$ cat src/hw/rtl/cfkc_pkg.sv
`timescale 1ns / 1ps
// ---------------------------------------------------------------------------
// cfkc_pkg: shared types and constants
// Widths, CORDIC arctangent table and sequencer states for the link chain.
// ---------------------------------------------------------------------------
package cfkc_pkg;

   localparam int MAX_LINKS    = 16;
   localparam int CORDIC_STEPS = 16;
   localparam int JIDX_W       = $clog2(MAX_LINKS);
   localparam int JCNT_W       = $clog2(MAX_LINKS + 1);
   localparam int STEP_W       = $clog2(CORDIC_STEPS + 1);

   localparam logic signed [23:0] POS_MAX = 24'sh7FFFFF;
   localparam logic signed [23:0] POS_MIN = -24'sh800000;
   localparam logic signed [15:0] QUARTER_TURN = 16'sd16384;
   localparam logic signed [33:0] CORDIC_GAIN = 34'sh26DD3B6A;

   typedef enum logic [1:0] {
      STATUS_OK        = 2'd0,
      STATUS_ANGLE     = 2'd1,
      STATUS_COLLISION = 2'd2
   } status_type;

   typedef enum logic [3:0] {
      ST_IDLE, ST_CORDIC_P, ST_CORDIC_Y, ST_MUL_X, ST_MUL_Y,
      ST_MUL_RX, ST_MUL_RY, ST_MUL_RZ, ST_ACCUM, ST_CHECK, ST_STORE, ST_OUT
   } state_type;

   // arctangent table, pi = 2^23
   function automatic logic signed [23:0] atan_lookup(input logic [4:0] i);
      case (i)
         5'd0:  atan_lookup = 24'sd2097152;
         5'd1:  atan_lookup = 24'sd1238021;
         5'd2:  atan_lookup = 24'sd654136;
         5'd3:  atan_lookup = 24'sd332050;
         5'd4:  atan_lookup = 24'sd166669;
         5'd5:  atan_lookup = 24'sd83416;
         5'd6:  atan_lookup = 24'sd41718;
         5'd7:  atan_lookup = 24'sd20860;
         5'd8:  atan_lookup = 24'sd10430;
         5'd9:  atan_lookup = 24'sd5215;
         5'd10: atan_lookup = 24'sd2608;
         5'd11: atan_lookup = 24'sd1304;
         5'd12: atan_lookup = 24'sd652;
         5'd13: atan_lookup = 24'sd326;
         5'd14: atan_lookup = 24'sd163;
         5'd15: atan_lookup = 24'sd81;
         5'd16: atan_lookup = 24'sd41;
         5'd17: atan_lookup = 24'sd20;
         5'd18: atan_lookup = 24'sd10;
         5'd19: atan_lookup = 24'sd5;
         5'd20: atan_lookup = 24'sd3;
         5'd21: atan_lookup = 24'sd1;
         5'd22: atan_lookup = 24'sd1;
         default: atan_lookup = 24'sd0;
      endcase
   endfunction

endpackage

$ cat src/hw/rtl/cfkc_cordic.sv
`timescale 1ns / 1ps
// ---------------------------------------------------------------------------
// cfkc_cordic: iterative sine and cosine
// One shift-add CORDIC rotation per cycle; quadrant folding by pi.
// ---------------------------------------------------------------------------
module cfkc_cordic
   import cfkc_pkg::*;
(
   input  logic                clock,
   input  logic                reset,
   input  logic                start,
   input  logic signed [15:0]  angle,
   output logic                done,
   output logic signed [33:0]  sin_out,
   output logic signed [33:0]  cos_out
);

   logic signed [33:0] x_ff, x_in, y_ff, y_in;
   logic signed [24:0] z_ff, z_in;
   logic               neg_ff, neg_in;
   logic               busy_ff, busy_in;
   logic [STEP_W-1:0]  step_ff, step_in;
   logic signed [16:0] a_fold;
   logic signed [33:0] xs, ys;
   logic signed [24:0] atan_v;

   // fold angle into [-pi/2, pi/2]
   always_comb begin
      a_fold = 17'(angle);
      neg_in = neg_ff;
      if (start) begin
         neg_in = 1'b0;
         if (angle > QUARTER_TURN) begin
            a_fold = 17'(angle) - 17'sd32768;
            neg_in = 1'b1;
         end else if (angle < -QUARTER_TURN) begin
            a_fold = 17'(angle) + 17'sd32768;
            neg_in = 1'b1;
         end
      end
   end

   // one rotation step
   always_comb begin
      xs     = x_ff >>> step_ff;
      ys     = y_ff >>> step_ff;
      atan_v = 25'(atan_lookup(5'(step_ff)));
      x_in = x_ff; y_in = y_ff; z_in = z_ff;
      busy_in = busy_ff; step_in = step_ff;
      if (start) begin
         x_in = CORDIC_GAIN; y_in = '0;
         z_in = 25'({a_fold, 8'd0});
         busy_in = 1'b1; step_in = '0;
      end else if (busy_ff) begin
         if (z_ff >= 0) begin
            x_in = x_ff - ys; y_in = y_ff + xs; z_in = z_ff - atan_v;
         end else begin
            x_in = x_ff + ys; y_in = y_ff - xs; z_in = z_ff + atan_v;
         end
         step_in = step_ff + 1'b1;
         if (step_ff == STEP_W'(CORDIC_STEPS - 1)) busy_in = 1'b0;
      end
   end

   always_ff @(posedge clock) begin
      if (reset) begin
         busy_ff <= 1'b0;
         step_ff <= '0;
      end else begin
         busy_ff <= busy_in;
         step_ff <= step_in;
      end
      x_ff <= x_in; y_ff <= y_in; z_ff <= z_in; neg_ff <= neg_in;
   end

   assign done    = ~busy_ff;
   assign cos_out = neg_ff ? -x_ff : x_ff;
   assign sin_out = neg_ff ? -y_ff : y_ff;

endmodule

$ cat config.mk
export PLATFORM = sky130hd
export DESIGN_NAME = cfkc_cordic
export DESIGN_NICKNAME = d
export VERILOG_FILES = /design/src/hw/rtl/cfkc_pkg.sv /design/src/hw/rtl/cfkc_cordic.sv
export SDC_FILE = /design/constraint.sdc
export NUM_CORES = 1
export LEC_CHECK = 0
export BUFFER_PORTS_ARGS = -buffer_cell sky130_fd_sc_hd__buf_2
export CAP_MARGIN = 0
export CORE_ASPECT_RATIO = 0.6
export CORE_UTILIZATION = 40
export DETAILED_ROUTE_END_ITERATION = 8
export HOLD_SLACK_MARGIN = 0.06
export PLACE_DENSITY = 0.68
export SYNTH_ARGS = -nofsm -noshare
export SYNTH_HDL_FRONTEND = slang
export SYNTH_SLANG_ARGS = --single-unit
$ cat constraint.sdc
create_clock -name clock -period 8.5 [get_ports clock]
set_input_delay 0.425 -clock clock [delete_from_list [all_inputs] [get_ports clock]]
set_output_delay 0.425 -clock clock [all_outputs]
set_load 0.01 [all_outputs]
== Yosys cells after proc, flatten, opt, wreduce, memory -nomap -nowiden ==
Memory sizes are Yosys's and may differ from the RTL's. A register that Yosys moved wholly into a read port is not among the register bits.
Cells that the tools add are included.
Word-level totals
  input bits: 19
  bits in read-only memories: 704
  register bits: 100
  memories kept: 1
  output and inout bits: 69
  logic and storage cells: 43
Operators by class
  bitwise gates (word level): 1
  shift operators: 2
  equal/unequal tests: 1
  order comparisons: 3
  reductions and logical operators: 2
  mux-type cells: 15
  add/subtract/negate cells: 11
Memories
  (no name shown): words 32, width 22, rd ports 1, clocked after Yosys merged registers in 1, write ports 0, RTL line cfkc_pkg.sv:32  | case (i)
Operators with widths (number)
  $mux 34: 4
  $mux 25: 3
  $add 34x34->34: 2
  $neg 34->34: 2
  $sshr 34x5->34: 2
  $sub 34x34->34: 2
  $mux 17: 2
  $add 25x24->25: 1
  $ge 25x1->1 const B: 1
  $sub 25x24->25: 1
  $add 16x17->17 const B: 1
  $sub 16x17->17 const B: 1
  $gt 16x16->1 const B: 1
  $lt 16x15->1 const B: 1
  $mux 5: 2
  $add 5x1->5 const B: 1
  $eq 5x4->1 const B: 1
  $mux 1: 4
  $reduce_bool 2->1: 1
  $reduce_or 2->1: 1
  $not 1->1: 1

== Longest topological paths before layout ==
  depth in word-level cells: 4
  gate-level depth with buffers: 30
  mapped depth without buffers: 25

== Worst setup path after synthesis ==
OpenSTA, ideal clock, no wires.
  path kind: register to register
  start point: register step_ff[0]
  end point: register y_ff[33]
  arrival time: 6408 ps
  path buffers: 8
  path slack: 1976 ps
  stages on the path, launching flop included: 29
  cells stage by stage: dfxtp_1 -> buf_6 -> buf_6 -> buf_2 -> buf_4 -> buf_4 -> buf_2 -> buf_2 -> buf_2 -> mux2i_1 -> o22ai_1 -> nor4_1 -> ha_1 -> inv_1 -> nor3_1 -> nand4_1 -> or3_4 -> or4_4 -> or4_4 -> nand2_1 -> xor2_1 -> ha_1 -> inv_1 -> o21bai_1 -> a21oi_1 -> nand2_1 -> o221ai_1 -> xnor3_1 -> a31o_2
Between the ends
  longest elaborated chain between the ends: 3
  elaborated cells between the ends (all ways): 4
RTL lines
  from (decl): RTL line cfkc_cordic.sv:22  | logic [STEP_W-1:0] step_ff, step_in;
  from (signal assigned): RTL line cfkc_cordic.sv:71  | step_ff <= step_in;
  $sshr 34x5->34 (*): RTL line cfkc_cordic.sv:45  | xs = x_ff >>> step_ff;
  $sub 34x34->34 / $add 34x34->34 (equally long branches): RTL line cfkc_cordic.sv:58, cfkc_cordic.sv:56
  $mux 34 (*): RTL line cfkc_cordic.sv:55  | if (z_ff >= 0) begin
  to (signal assigned): RTL line cfkc_cordic.sv:73  | x_ff <= x_in; y_ff <= y_in; z_ff <= z_in; neg_ff <= neg_in;
  to (decl): RTL line cfkc_cordic.sv:18  | logic signed [33:0] x_ff, x_in, y_ff, y_in;
Every way passes the cells marked *; elsewhere a longest branch is shown, timed or not.
A chain may end at the register's enable or synchronous reset.

== Worst setup path in the final report ==
  start point: register step_ff[1]
  end point: register y_ff[33]
The elaborated chain is that of the path after synthesis.

==> implementation parameters <==
Parameter                              Value

Status
  Run status ... finished, final reports clean

Synthesis
  Most frequent cells after synthesis ... nand2_1, nor2_1, o21ai_0
  Cell types occupying the most area after synthesis ... dfxtp_1, mux4_2, ha_1, xnor2_1, mux2i_1
  Area share of the largest cell type after synthesis ... 11.8%
  Synth Flop Type ... dfxtp_1
  Post-Syn Instances ... around 2200
  Cell with the most instances after synthesis ... nand2_1
  Number of synthesized register bits ... ~120
  Count of flip-flops with a built-in enable after synthesis ... 18
  Library cells used by synthesis ... between 100 and 150
  Number of synthesis warnings ... 0
  Share of synthesized area occupied by flip-flops and latches ... between 10 and 15%
  Summed instance area of the synthesized netlist ... roughly 0.018 mm2
  Post-synthesis cell type with the largest combined area ... dfxtp_1
  Net Count, Synth ... around 2400
  Async set-or-reset flop fraction in the synthesized netlist ... 0%
  Avg Cell Area, Syn ... between 7 and 8 um2

STA
  Fin crit period ... approximately 7600 ps
  Rel. slew slack ... roughly a fifth
  Final setup violation count ... 0
  Final count of hold timing violations ... 0
  Maximum achievable frequency ... around 130 MHz
  RSZ-0062 raised after global routing ... false
  Slew at the pin closest to its max-slew limit ... 1190 ps
  Setup TNS ... 0 ps
  Part of the cycle the worst path needs ... 89.1%
  Clock skew after layout ... approximately 24 ps
  Pins over their slew limit ... 0

Critical path
  Maximum net fanout on the critical path ... 64
  Crit path DAT ... approximately 8000 ps
  Buf+Inv Stages, Crit Path ... 2
  Worst Setup Start Kind ... register
  Minimum setup slack among reg-to-reg paths ... around 930 ps
  Slowest CP cell ... dfxtp_4
  CP required ... slightly below 9000 ps
  Start-to-end type of the worst setup path ... register to register
  Setup crit end kind ... register
  Worst path max stage delay ... approximately 970 ps
  Depth of the critical timing path with buffers and inverters included ... 21
  Worst path cell trace ... mux4_2, mux2_2, and2_1, nor4_1, ha_1, inv_1, nor3_1, nand4_1, or3_4, or4_4, or4_4, nand2_1, xor2_1, ha_1, inv_1, o21bai_1, a21oi_1, nand2_1, o221ai_1, xnor3_1, a31o_2
  CP top delay family ... simple AND/OR/NAND/NOR gates
  FF-to-FF End ... y_ff[33]
  Number of cells traversed by the worst register-to-register path ... 21
  Reg2Reg Launch Point ... step_ff[1]

Floorplan
  Num rows ... between 50 and 60
  Die area ... about 0.045 mm2
  Placeable Area ... around 0.043 mm2
  Width of the die ... between 200 and 300 um
  Starting Density ... about 40%
  Die height ... approximately 160 um
  I/O pin count ... 88

Power
  Lkg Pwr ... around 7.5 nW
  Sequential Power Share ... 17.6%
  Sw frac ... between 50% and 60%
  Cell internal pwr ... 3.22 mW
  Combinational power share ... between 70% and 80%
  Final Power ... just under 7 mW
  Power per standard cell area ... around 370 mW/mm2
  Clock share of power ... ~11%
  Max IR drop VDD ... roughly 160 uV
  Switch Pwr ... ~3.7 mW

GRT
  Pin count of the biggest net entering global routing ... 76
  Number of antenna violations at the first check in global routing ... 1
  Global router's overall resource usage ... a little under a third
  Grt ovf ... 0
  Wire length of the first global-routing pass ... between 100000 and 150000 um
  Number of global-route vias before repair ... roughly 17000

Route
  Post-route DRC violation count ... 0
  Average detailed-routed wire length per instance ... between 20 and 25 um
  Routed vias ... approximately 18000
  Drt via density ... 6.51
  Number of optimization iterations in the first detailed-route pass ... 6
  Violation count after the first detailed-routing iteration ... between 2000 and 3000
  Post-DRT Antenna Nets ... 0
  Post-Route WL ... 68700 um

Layout
  Layout Nets ... ~2300
  Diodes inserted ... 0
  Cell Count, Final, Fillers Out ... 2802
  Layout cell share with drive strength beyond 1 ... around 15%
  Area Overhead vs Synth ... 6.85%

CTS
  Cell chosen for the clock root ... clkbuf_16
  CTS tree ... done
  Maximum count of clock buffers along a single path ... 2
  Clock network latency to the later pin of the worst-skew pair ... between 400 and 500 ps
  Clock-pin transition on the worst setup and hold timing paths ... approximately 60 ps
  Count of hold buffers inserted by post-cts repair ... 0
  Number of post-CTS setup repair buffers ... 0
  Num CTS Buffers ... 17
  Depth of the CTS H-tree ... 4
  Number of clock sinks seen by CTS ... 122
  Number of resized instances in the post-cts repair step ... 0

Placed design
  Port-buffer cells ... 87
  Detailed Place HPWL ... approximately 52000 um
  Final Wtd Congestion ... approximately 1
  Number of cells in the design after placement ... 2770

Hold path
  Source of the worst hold timing path ... reset
  Hold path cells ... 2
  Worst min-delay path endpoint ... busy_ff
  Type of the worst min-delay path ... input port to register

Flow run
  Count of max-cap constraint violations ... 0
==> layout by cell type, fill, tap and decap left out, types with 9 or more instances in the layout <==
cell       instances
nand2_1          214
a21oi_1          137
nor2_1           171
o211ai_1          14
dfxtp_1           98
inv_1             72
clkbuf_16         17
o21a_1            28
nor4_1            12
ha_1             104
mux2i_1          104
and2_1             9
or3_1             31
nand4_1           16
or4_1             15
mux2_2            52
a211oi_1          24
a31oi_1           10
o21ai_0          159
a22oi_1           12
xnor2_1          133
buf_4             45
a21boi_0          15
nand2b_1          35
o31ai_1           43
nand3_1           47
edfxtp_1          18
o21bai_1          13
nor3_1            56
buf_2             87
mux4_2            60
o22ai_1           24
xor2_1            70
a21o_1            37
o41ai_1           17
or2_2             16
nor2b_1           16
==> state kept, by name (all words and copies together), names as in the netlist <==
name,count
x_ff,34
y_ff,34
z_ff,25
atan_v,22
busy_ff,1
step_ff,5
neg_ff,1
==> per-layer routing <==
layer,vias to the layer above,share of wire [%],GRT usage [%]
met3,123,11,7.78
met4,2,2.2,7.82
met1,8836,47,45.1
met5,-,0.019,0
met2,1061,40,42.2
li1,8232,-,-
==> layout make-up <==
class | instances | area, um2
Sequential cell | 122 | 2640
Clock buffer | 17 | 425
Inverter | 76 | 285
Clock inverter | 15 | 166
Timing Repair Buffer | 134 | 813
Tap cell | 579 | 724
Multi-Input combinational cell | 1859 | 13800
Fill cell | 4304 | 24600
==> power groups by stage <==
stage / Clock [mW] / Sequential (mW) / Combinational (mW)
floorplan: 0 / 0.839 / 3.78
CTS: 0.777 / 1.18 / 4.82
detailed placement: 0 / 1.19 / 4.79
global route: 0.805 / 1.22 / 5.37
global placement: 0 / 1.19 / 4.73
finish: 0.768 / 1.22 / 4.93
==> logic make-up (layout without fill, tap and decap cells) <==
logic type / Yosys count / count (layout) / synth area share, %
flops: 122 / 122 / 14.9
mux: 224 / 224 / 17.6
xor+xnor: 204 / 204 / 10.2
compound gates: 639 / 639 / 23.9
fa+ha+maj: 107 / 107 / 7.72
simple gates: 685 / 685 / 18.8
buf+inv: 250 / 242 / 6.92
==> per-stage QoR <==
step	util [%]	cell area, um2	setup WS [ps]	hold WS, ps
finish	43.4	18800	930	208
global placement	42.0	18300	1290	452
detailed placement	42.0	18300	1120	465
global route	43.4	18800	577	194
floorplan	-	17600	1980	432
CTS	43.4	18800	1090	188
==> worst max-delay path by stage <==
| stage | start | end | slack [ps] |
|---|---|---|---|
| 2_1_floorplan | step_ff[0] | y_ff[33] | 1980 |
| 3_3_place_gp | step_ff[1] | y_ff[33] | 1290 |
| 3_5_place_dp | step_ff[1] | y_ff[33] | 1120 |
| 4_1_cts | step_ff[1] | y_ff[33] | 1090 |
| 5_1_grt | step_ff[1] | y_ff[33] | 580 |
| 6_report | step_ff[1] | y_ff[33] | 930 |
No activity file was read; power rests on OpenSTA's default activity.
